--- config.mk ---
export PLATFORM = sky130hd
export DESIGN_NAME = stack_alu_binary_ops_core
export DESIGN_NICKNAME = d
export VERILOG_FILES = /design/src/sv/salu_pkg.sv /design/src/sv/salu_ram.sv /design/src/sv/salu_div.sv /design/src/sv/stack_alu_binary_ops_core.sv
export SDC_FILE = /design/constraint.sdc
export NUM_CORES = 2
export LEC_CHECK = 0
export BUFFER_PORTS_ARGS = -buffer_cell sky130_fd_sc_hd__buf_2
export CAP_MARGIN = 20
export CORE_MARGIN = 2
export CORE_UTILIZATION = 45
export DETAILED_ROUTE_END_ITERATION = 12
export PLACE_DENSITY_LB_ADDON = 0.2
export SLEW_MARGIN = 15
export SYNTH_ARGS = -nofsm -noshare
export SYNTH_HDL_FRONTEND = slang
export SYNTH_SLANG_ARGS = --single-unit
--- constraint.sdc ---
create_clock -name i_clk -period 17.5 [get_ports i_clk]
set_input_delay 5.25 -clock i_clk [delete_from_list [all_inputs] [get_ports i_clk]]
set_output_delay 5.25 -clock i_clk [all_outputs]
set_load 0.05 [all_outputs]
--- src/sv/salu_pkg.sv ---
// Shared types and constants for the stack ALU core.
// No dependencies.
`timescale 1ns / 1ps

package salu_pkg;

    localparam int DATA_W          = 32;
    localparam int CMD_W           = 3;
    localparam int STATUS_W        = 2;
    localparam int DEPTH_W         = 7;
    localparam int STACK_DEPTH_DEF = 64;
    localparam int IN_TDATA_W      = 40;
    localparam int OUT_TDATA_W     = 48;

    typedef enum logic [CMD_W-1:0] {
        CMD_PUSH = 3'd0,
        CMD_SWAP = 3'd1,
        CMD_ADD  = 3'd2,
        CMD_SUB  = 3'd3,
        CMD_DIV  = 3'd4,
        CMD_MUL  = 3'd5
    } t_cmd;

    typedef enum logic [STATUS_W-1:0] {
        ST_OK      = 2'd0,
        ST_SHORT   = 2'd1,
        ST_DIVZERO = 2'd2,
        ST_FULL    = 2'd3
    } t_status;

    typedef enum logic [2:0] {
        S_IDLE,
        S_EXEC,
        S_RDATA,
        S_SWAP2,
        S_MULWR,
        S_DIVRUN,
        S_DONE
    } t_state;

endpackage

--- src/sv/salu_ram.sv ---
// Generic simple dual-port RAM: one write port, one read port, registered read.
// No dependencies.
`timescale 1ns / 1ps

module salu_ram #(
    parameter int WIDTH = 32,
    parameter int DEPTH = 64
) (
    input  logic                     i_clk,
    input  logic                     i_we,
    input  logic [$clog2(DEPTH)-1:0] i_waddr,
    input  logic [WIDTH-1:0]         i_wdata,
    input  logic [$clog2(DEPTH)-1:0] i_raddr,
    output logic [WIDTH-1:0]         o_rdata
);

    logic [WIDTH-1:0] r_mem [DEPTH];
    logic [WIDTH-1:0] r_rdata;

    always_ff @(posedge i_clk) begin
        if (i_we) begin
            r_mem[i_waddr] <= i_wdata;
        end
        r_rdata <= r_mem[i_raddr];
    end

    assign o_rdata = r_rdata;

endmodule

--- src/sv/salu_div.sv ---
// Iterative signed divider, one quotient bit per cycle, truncates toward zero.
// Depends on salu_pkg.
`timescale 1ns / 1ps

module salu_div import salu_pkg::*; (
    input  logic              i_clk,
    input  logic              i_rst_n,
    input  logic              i_start,
    input  logic [DATA_W-1:0] i_num,
    input  logic [DATA_W-1:0] i_den,
    output logic              o_done,
    output logic [DATA_W-1:0] o_quot
);

    localparam int CNT_W = $clog2(DATA_W);

    logic              r_busy;
    logic              r_done;
    logic [CNT_W-1:0]  r_cnt;
    logic [DATA_W-1:0] r_rem;
    logic [DATA_W-1:0] r_quo;
    logic [DATA_W-1:0] r_den;
    logic              r_neg;

    logic [DATA_W-1:0] n_rem;
    logic [DATA_W-1:0] n_quo;
    logic [DATA_W:0]   w_shift;
    logic [DATA_W:0]   w_diff;

    // remainder stays below the divisor magnitude, so it fits in DATA_W bits
    always_comb begin
        w_shift = {r_rem, r_quo[DATA_W-1]};
        w_diff  = w_shift - {1'b0, r_den};
        if (!w_diff[DATA_W]) begin
            n_rem = w_diff[DATA_W-1:0];
            n_quo = {r_quo[DATA_W-2:0], 1'b1};
        end else begin
            n_rem = w_shift[DATA_W-1:0];
            n_quo = {r_quo[DATA_W-2:0], 1'b0};
        end
    end

    always_ff @(posedge i_clk) begin
        if (!i_rst_n) begin
            r_busy <= 1'b0;
            r_done <= 1'b0;
            r_cnt  <= '0;
        end else begin
            r_done <= 1'b0;
            if (i_start) begin
                r_busy <= 1'b1;
                r_cnt  <= '0;
            end else if (r_busy) begin
                r_cnt <= r_cnt + CNT_W'(1);
                if (r_cnt == CNT_W'(DATA_W - 1)) begin
                    r_busy <= 1'b0;
                    r_done <= 1'b1;
                end
            end
        end
    end

    // operands are taken as magnitudes; sign fixed on the way out
    always_ff @(posedge i_clk) begin
        if (i_start) begin
            r_rem <= '0;
            r_quo <= i_num[DATA_W-1] ? (DATA_W'(0) - i_num) : i_num;
            r_den <= i_den[DATA_W-1] ? (DATA_W'(0) - i_den) : i_den;
            r_neg <= i_num[DATA_W-1] ^ i_den[DATA_W-1];
        end else if (r_busy) begin
            r_rem <= n_rem;
            r_quo <= n_quo;
        end
    end

    assign o_done = r_done;
    assign o_quot = r_neg ? (DATA_W'(0) - r_quo) : r_quo;

endmodule

--- src/sv/stack_alu_binary_ops_core.sv ---
// Stack ALU core: one command word in, one result word out, sequential.
// Sequence from accept: push, errors and unused codes go from execute straight to done;
// add/sub also read the second entry, swap and mul then pass S_SWAP2 / S_MULWR, div waits on the 32-step divider loop.
// One word in flight; the next word is taken once the result has entered the output
// register, which S_DONE loads only while the previous result is not stalled.
// Reset (synchronous, active low) empties the stack; stack RAM contents are not cleared.
`timescale 1ns / 1ps

module stack_alu_binary_ops_core import salu_pkg::*; #(
    parameter int STACK_DEPTH = STACK_DEPTH_DEF
) (
    input  logic                   i_clk,
    input  logic                   i_rst_n,
    input  logic                   s_axis_tvalid,
    output logic                   s_axis_tready,
    // [2:0] command, [34:3] push_value, [39:35] zero
    input  logic [IN_TDATA_W-1:0]  s_axis_tdata,
    output logic                   m_axis_tvalid,
    input  logic                   m_axis_tready,
    // [1:0] status, [33:2] top_value, [40:34] stack_depth, [47:41] zero
    output logic [OUT_TDATA_W-1:0] m_axis_tdata
);

    localparam int CW = $clog2(STACK_DEPTH + 1);
    localparam int AW = $clog2(STACK_DEPTH);

    t_state            r_state, n_state;
    logic [CMD_W-1:0]  r_cmd, n_cmd;
    logic [DATA_W-1:0] r_val, n_val;
    logic [CW-1:0]     r_count, n_count;
    logic [DATA_W-1:0] r_top, n_top;
    logic [DATA_W-1:0] r_sec, n_sec;
    logic [DATA_W-1:0] r_res, n_res;
    t_status           r_status, n_status;
    logic              r_ovalid, n_ovalid;
    logic [OUT_TDATA_W-1:0] r_odata, n_odata;

    logic              w_we;
    logic [AW-1:0]     w_waddr;
    logic [DATA_W-1:0] w_wdata;
    logic [AW-1:0]     w_raddr;
    logic [DATA_W-1:0] w_rdata;
    logic [CW-1:0]     w_cnt_m1;
    logic [CW-1:0]     w_cnt_m2;
    logic [2*DATA_W-1:0] w_prod;
    logic [CW+DEPTH_W-1:0] w_depth_ext;
    logic [DATA_W-1:0] w_top_out;
    logic              w_div_start;
    logic              w_div_done;
    logic [DATA_W-1:0] w_div_quot;

    salu_ram #(
        .WIDTH (DATA_W),
        .DEPTH (STACK_DEPTH)
    ) u_ram (
        .i_clk   (i_clk),
        .i_we    (w_we),
        .i_waddr (w_waddr),
        .i_wdata (w_wdata),
        .i_raddr (w_raddr),
        .o_rdata (w_rdata)
    );

    salu_div u_div (
        .i_clk   (i_clk),
        .i_rst_n (i_rst_n),
        .i_start (w_div_start),
        .i_num   (w_rdata),
        .i_den   (r_top),
        .o_done  (w_div_done),
        .o_quot  (w_div_quot)
    );

    assign w_cnt_m1    = r_count - CW'(1);
    assign w_cnt_m2    = r_count - CW'(2);
    assign w_prod      = w_rdata * r_top;
    assign w_depth_ext = {{DEPTH_W{1'b0}}, r_count};
    assign w_top_out   = (r_count == '0) ? '0 : r_top;
    assign w_raddr     = w_cnt_m2[AW-1:0];

    always_comb begin
        n_state     = r_state;
        n_cmd       = r_cmd;
        n_val       = r_val;
        n_count     = r_count;
        n_top       = r_top;
        n_sec       = r_sec;
        n_res       = r_res;
        n_status    = r_status;
        n_odata     = r_odata;
        n_ovalid    = r_ovalid && !m_axis_tready;
        w_we        = 1'b0;
        w_waddr     = w_cnt_m2[AW-1:0];
        w_wdata     = r_top;
        w_div_start = 1'b0;

        case (r_state)
            S_IDLE: begin
                if (s_axis_tvalid) begin
                    n_cmd   = s_axis_tdata[CMD_W-1:0];
                    n_val   = s_axis_tdata[CMD_W +: DATA_W];
                    n_state = S_EXEC;
                end
            end
            S_EXEC: begin
                n_status = ST_OK;
                n_state  = S_DONE;
                case (r_cmd)
                    CMD_PUSH: begin
                        if (r_count == CW'(STACK_DEPTH)) begin
                            n_status = ST_FULL;
                        end else begin
                            w_we    = 1'b1;
                            w_waddr = r_count[AW-1:0];
                            w_wdata = r_val;
                            n_top   = r_val;
                            n_count = r_count + CW'(1);
                        end
                    end
                    CMD_SWAP, CMD_ADD, CMD_SUB, CMD_DIV, CMD_MUL: begin
                        if (r_count < CW'(2)) begin
                            n_status = ST_SHORT;
                        end else if (r_cmd == CMD_DIV && r_top == '0) begin
                            n_status = ST_DIVZERO;
                        end else begin
                            // second entry read issued via w_raddr
                            n_state = S_RDATA;
                        end
                    end
                    default: begin
                        n_status = ST_OK;
                    end
                endcase
            end
            S_RDATA: begin
                n_sec   = w_rdata;
                n_state = S_DONE;
                case (r_cmd)
                    CMD_SWAP: begin
                        w_we    = 1'b1;
                        w_waddr = w_cnt_m1[AW-1:0];
                        w_wdata = w_rdata;
                        n_state = S_SWAP2;
                    end
                    CMD_ADD: begin
                        w_we    = 1'b1;
                        w_wdata = w_rdata + r_top;
                        n_top   = w_rdata + r_top;
                        n_count = w_cnt_m1;
                    end
                    CMD_SUB: begin
                        w_we    = 1'b1;
                        w_wdata = w_rdata - r_top;
                        n_top   = w_rdata - r_top;
                        n_count = w_cnt_m1;
                    end
                    CMD_MUL: begin
                        n_res   = w_prod[DATA_W-1:0];
                        n_state = S_MULWR;
                    end
                    CMD_DIV: begin
                        w_div_start = 1'b1;
                        n_state     = S_DIVRUN;
                    end
                    default: begin
                        n_state = S_DONE;
                    end
                endcase
            end
            S_SWAP2: begin
                w_we    = 1'b1;
                w_wdata = r_top;
                n_top   = r_sec;
                n_state = S_DONE;
            end
            S_MULWR: begin
                w_we    = 1'b1;
                w_wdata = r_res;
                n_top   = r_res;
                n_count = w_cnt_m1;
                n_state = S_DONE;
            end
            S_DIVRUN: begin
                if (w_div_done) begin
                    w_we    = 1'b1;
                    w_wdata = w_div_quot;
                    n_top   = w_div_quot;
                    n_count = w_cnt_m1;
                    n_state = S_DONE;
                end
            end
            S_DONE: begin
                if (!r_ovalid || m_axis_tready) begin
                    n_ovalid = 1'b1;
                    n_odata  = {{(OUT_TDATA_W - DEPTH_W - DATA_W - STATUS_W){1'b0}},
                                w_depth_ext[DEPTH_W-1:0], w_top_out, r_status};
                    n_state  = S_IDLE;
                end
            end
            default: begin
                n_state = S_IDLE;
            end
        endcase
    end

    always_ff @(posedge i_clk) begin
        if (!i_rst_n) begin
            r_state  <= S_IDLE;
            r_count  <= '0;
            r_ovalid <= 1'b0;
        end else begin
            r_state  <= n_state;
            r_count  <= n_count;
            r_ovalid <= n_ovalid;
        end
    end

    always_ff @(posedge i_clk) begin
        r_cmd    <= n_cmd;
        r_val    <= n_val;
        r_top    <= n_top;
        r_sec    <= n_sec;
        r_res    <= n_res;
        r_status <= n_status;
        r_odata  <= n_odata;
    end

    assign s_axis_tready = (r_state == S_IDLE);
    assign m_axis_tvalid = r_ovalid;
    assign m_axis_tdata  = r_odata;

endmodule

## Yosys cells after proc, flatten, opt, wreduce, memory -nomap -nowiden

Memory sizes are Yosys's and may differ from the RTL's. A register that Yosys moved wholly into a read port is not among the register bits.
Index checks and enable logic that the tools add are counted.

- $add $sub $neg: 10
- Multiply operators: 1
- Magnitude comparators: 1
- Eq/ne operators: 20
- Muxes and demuxes: 50
- Bitwise gates (word level): 3
- Reduce and logical (&&, ||, !) cells: 24

Operators with widths:

| cell | number |
|---|---|
| $mux W32 | 8 |
| $pmux W32 S5 | 1 |
| $pmux W32 S4 | 1 |
| $pmux W32 S3 | 1 |
| $sub A1 B32 Y32 const A | 3 |
| $pmux W32 S2 | 1 |
| $sub A33 B32 Y33 | 1 |
| $add A32 B32 Y32 | 1 |
| $logic_not A32 Y1 | 1 |
| $mul A32 B32 Y32 | 1 |
| $sub A32 B32 Y32 | 1 |
| $mux W31 | 1 |
| $mux W7 | 4 |
| $pmux W7 S4 | 1 |
| $mux W3 | 6 |
| $mux W6 | 3 |
| $pmux W3 S6 | 1 |
| $eq A3 B3 Y1 const B | 5 |
| $mux W1 | 15 |
| $eq A3 B2 Y1 const B | 4 |
| $pmux W6 S2 | 1 |
| $pmux W3 S3 | 1 |
| $ne A2 B2 Y1 const B | 4 |
| $reduce_and A2 Y1 | 4 |
| other kinds (28) | 39 |

- Register bits after elaboration: 289
- Bits in writable memories: 2048
- Input bits: 44
- Word-level logic and storage cells: 129
- Memories kept: 1

Memory list:

| memory | depth | width | read ports | clocked after Yosys merged registers in | wr ports | RTL line | RTL |
|---|---|---|---|---|---|---|---|
| u_ram.r_mem | 64 | 32 | 1 | 1 | 1 | salu_ram.sv:17 | `logic [WIDTH-1:0] r_mem [DEPTH];` |

## Longest topological paths before layout

- Depth in word-level cells: 6
- Depth in mapped cells: 29
- Gate-level depth less buffers: 27

## By module

A second synthesis with hierarchy kept.

- Cell total of the unflattened synthesis: 7402
- Area total of the unflattened synthesis: 114914.0 um2

Modules (own cells, without submodules):

| module | instances | cells an instance | area each (um2) |
|---|---|---|---|
| salu_ram | 1 | 3324 | 78515.3 |
| stack_alu_binary_ops_core | 1 | 3230 | 28894.0 |
| salu_div | 1 | 848 | 7504.7 |

## Worst setup path after synthesis

Ideal clock, no wire load.

- Path type: input port to flip-flop
- Start point: input port m_axis_tready
- End point: register r_odata[0] (netlist: m_axis_tdata[0]), enable pin
- Arrival: 7252 ps
- Data required time: 17056 ps
- Setup slack: 9804 ps
- Stages on the path: 2
- Buffers on the path: 0
- Cell sequence: nand2b_1 > nor2b_1

- Word-level cells in the longest chain between the ends: 2

Ends and longest elaborated chain:

| item | RTL line | RTL |
|---|---|---|
| start: declaration | stack_alu_binary_ops_core.sv:19 | `input logic m_axis_tready,` |
| $logic_or A1 B1 Y1 | stack_alu_binary_ops_core.sv:193 | `if (!r_ovalid \|\| m_axis_tready) begin` |
| $reduce_and A2 Y1 (no line) | n/a |  |
| end signal: assignment | stack_alu_binary_ops_core.sv:225 | `r_odata <= n_odata;` |
| end: declaration | stack_alu_binary_ops_core.sv:36 | `logic [OUT_TDATA_W-1:0] r_odata, n_odata;` |

No other way between the ends.
A chain may end at the register's enable or synchronous reset.

## Final worst setup path

- Start point: register r_top[3]
- End point: register r_res[31], data pin

- Word-level cells in the longest chain between the ends: 1

Ends and longest elaborated chain:

| item | RTL line | RTL |
|---|---|---|
| start: declaration | stack_alu_binary_ops_core.sv:31 | `logic [DATA_W-1:0] r_top, n_top;` |
| start signal: assignment | stack_alu_binary_ops_core.sv:221 | `r_top <= n_top;` |
| $mul A32 B32 Y32 | stack_alu_binary_ops_core.sv:76 | `assign w_prod = w_rdata * r_top;` |
| via w_prod[31] | stack_alu_binary_ops_core.sv:45 | `logic [2*DATA_W-1:0] w_prod;` |
| end signal: assignment | stack_alu_binary_ops_core.sv:223 | `r_res <= n_res;` |
| end: declaration | stack_alu_binary_ops_core.sv:33 | `logic [DATA_W-1:0] r_res, n_res;` |

The timed path passes the listed nets, and every way through them passes these cells.

==> results_dict.tcl <==
set metrics [dict create \
    start_util_pct 45.3 \
    dr.pass1.iters 6 \
    cts_resized 0 \
    critical_path.startpoint_type "register" \
    outcome "finished, final reports clean" \
    synth_area_leaders "edfxtp_1 (60%), mux4_2 (13%), fa_1 (7.1%)" \
    io_pins 94 \
    clock_sink_count 2369 \
    wl_per_cell_um 31.2 \
    wl_met2_um 161000 \
    slew_headroom_pct 18.2 \
    holdBufCountCts 0 \
    place_hpwl_um 210000 \
    min_period_ns 8.37 \
    slowest_delay_ns 0.79 \
    die-width_um 510 \
    ys_seq_area_share_pct 61.1 \
    critPathMostFrequentCell "fa_1" \
    final.period_utilization_pct 47.8 \
    critPathMaxFanout 19 \
    reg2reg_slack_ns 9.13 \
    area_growth_syn_to_layout_pct 12.3 \
    setup_viol 0 \
    h-tree-depth 5 \
    clk_pin_slew_ns 0.06 \
    core-area_mm2 0.254 \
    avgSynthCellArea_um2 15.8 \
    gr-total-overflow 0 \
    grt_util_all_layers_pct 26.5 \
    setup_tns_ns 0 \
    hold-path-endpoint "m_axis_tdata[0]" \
    syn_area_mm2 0.115 \
    cp.arrival_ns 8.96 \
    r2r-end "r_res[31]" \
    min_from "r_status[0]" \
    hold_class "reg -> reg" \
    grt_max_degree 96 \
    cts_buffers 275 \
    ys.flop_type "edfxtp_1" \
    port_buffers 81 \
    grt_pass1_wl_um 490000 \
    rows 185 \
    root_buffer "clkbuf_16" \
    hold_depth 0 \
    rr_worst_depth 24 \
    hold_ws_ns 0.383 \
    r2r_start "r_top[3]" \
    wirelength_um 344000 \
    crit_path_top_delay_cell "edfxtp_1" \
    worstMarginPinSlew_ns 1.23 \
    synth.top_cell.area_share_pct 59.7 \
    finalClockSkew_ns 0.0892 \
    ant_nets 0 \
    path_class "reg -> reg" \
    synth_edf_count 2287 \
    wl_met1_um 138000 \
    async_flop_share_pct 0 \
    syn_inst 7268 \
    hold_viol 0 \
    final_max_slew_viol_count 0 \
    drive_gt1_share_pct 19.9 \
    rsz0062_at_grt "no" \
    num_vias 66900 \
    place_congestion 0.948 \
    cts_tree "built" \
    yosysWarningCount 0 \
    drc 0 \
    fillers 20900 \
    maxCapViolCount 0 \
    post_cts_buffers 0 \
    grt_antenna_before_repair 10 \
    max_freq_ghz 0.119 \
    yosysUniqueCellTypes 84 \
    vias_per_cell 6.07 \
    grt_pass1_vias 67000 \
    fp.dieH_um 510 \
    critPathCaptureType "register" \
    crit_chain "buf_4 > and2_1 > fa_1 > inv_1 > fa_1 > fa_1 > fa_1 > inv_1 > fa_1 > inv_1 > fa_1 > inv_1 > fa_1 > fa_1 > ha_1 > nor2b_1 > o21ai_0 > nand2b_1 > a21oi_1 > nor3b_1 > a21oi_1 > a41o_1 > o41ai_1 > xnor2_1" \
    cts_buffer_depth 4 \
    dr_wl_met3_um 27300 \
    top_layer "met5" \
    yosys_register_bits 2369 \
    die-area_mm2 0.260 \
    nets 8142 \
    drt_iter0_drc 7809 \
    worst_skew_pair.late_latency_ns 0.94 \
    cp.required_ns 18.09 \
    synth.largest_area_cell "edfxtp_1" \
]
## state kept, by name (all words and copies together), names as in the netlist, 5 cells and up
register,count
u_ram.r_mem,2048
m_axis_tdata,41
r_res,32
r_sec,32
r_top,32
r_val,32
u_div.r_den,32
u_div.r_quo,32
u_div.r_rem,32
u_ram.o_rdata,32
r_count,7
u_div.r_cnt,5
## metal layers
layer	vias to the layer above	GRT usage [%]
met2	2941	41.9
met5	-	0
met1	35500	36.4
met4	2	11.6
li1	27800	-
met3	661	4.63
## synth_stat cells (all sizes together), types with 9 or more instances
| library cell | instances |
|---|---|
| o221ai | 15 |
| o22ai | 10 |
| a21o | 40 |
| or4 | 15 |
| edfxtp | 2287 |
| and2 | 227 |
| mux2i | 76 |
| o21ai | 237 |
| or2 | 10 |
| mux4 | 655 |
| fa | 411 |
| a211oi | 64 |
| nand3 | 42 |
| ha | 227 |
| a22oi | 10 |
| o21a | 27 |
| nor4 | 16 |
| buf | 86 |
| nand4 | 12 |
| xnor2 | 173 |
| a21oi | 252 |
| nor2 | 397 |
| nand2b | 18 |
| and3 | 9 |
| nand2 | 498 |
| dfxtp | 82 |
| o21bai | 18 |
| clkbuf | 340 |
| nor3 | 52 |
| xor2 | 90 |
| o41ai | 20 |
| inv | 527 |
| a221oi | 12 |
| o31ai | 37 |
| o211ai | 34 |
| a31oi | 47 |
| nor2b | 54 |
| or3 | 28 |
## critical path, delay by kind of cell (launching register included)
family	cells	cell delay, ns
adders and majority gates	9	4.28
AOI/OAI and AO/OA	5	1.48
DFF	1	0.79
buffers and inverters	5	0.67
and+or+nand+nor	4	0.67
xor gates and xnor gates	1	0.18
## area by class of cell
| cell class | count | area (um^2) | share of cell area, % |
|---|---|---|---|
| clock inverter | 119 | 812 | 0.628 |
| inverter | 531 | 1990 | 1.54 |
| antenna | 13 | 32.5 | 0.0252 |
| timing repair buffer | 335 | 2390 | 1.85 |
| multi-input combinational | 3948 | 42200 | 32.6 |
| sequential | 2369 | 70300 | 54.4 |
| tap | 3366 | 4210 | 3.26 |
| clock buffer | 348 | 7360 | 5.70 |
## cells by family (layout without fill, tap and decap cells)
logic type | Yosys count | after routing | share of synthesized area (%)
flip-flops | 2369 | 2369 | 61.1
AND/OR/NAND/NOR | 1396 | 1396 | 5.61
buffers and inverters | 957 | 1333 | 3.17
AO/OA/AOI/OAI | 909 | 909 | 5.00
multiplexers | 735 | 735 | 13.5
adder cells (fa/ha/maj) | 638 | 638 | 9.61
XOR/XNOR | 263 | 263 | 2.00
other | 1 | 20 | 0.00326
## through the flow
stage          cells  util (%)  setup WS [ns]  area (um^2)
3_5_place_dp   10500      47.6           9.25       121000
5_1_grt        11000      50.9           8.84       129000
6_report       11000      50.9           9.13       129000
2_1_floorplan   7274         -           9.80       115000
3_3_place_gp   10500      47.6           9.23       121000
4_1_cts        11000      50.9           9.18       129000
## cells in the final DEF, fill, tap and decap left out, types with 41 or more instances in the layout
cell       synthesis  routed
edfxtp_1        2287    2287
mux4_2           655     655
inv_1            525     523
nand2_1          498     498
fa_1             411     411
nor2_1           397     328
clkbuf_16          0     282
buf_4              7     248
a21oi_1          252     240
o21ai_0          236     235
and2_1           227     226
ha_1             227     226
xnor2_1          173     171
xor2_1            90      87
buf_2             17      81
mux2i_1           76      75
dfxtp_1           82      75
nor2_4             0      65
clkbuf_1         340      60
a211oi_1          64      53
clkinv_1           4      52
nor2b_1           54      52
nor3_1            52      51
clkinv_2           0      42
a31oi_1           47      41
## worst max-delay path by stage
stage                           end  cells after the start     startpoint
detailed placement        r_res[31]                     24       r_top[3]
floorplan           m_axis_tdata[0]                      2  m_axis_tready
global placement          r_res[31]                     24       r_top[3]
finish                    r_res[31]                     24       r_top[3]
global route              r_res[31]                     24       r_top[3]
CTS                       r_res[31]                     24       r_top[3]
Power is left out: the tool's default activity adds up to more than one toggle a clock period on the data nets, which glitch-free logic cannot reach.
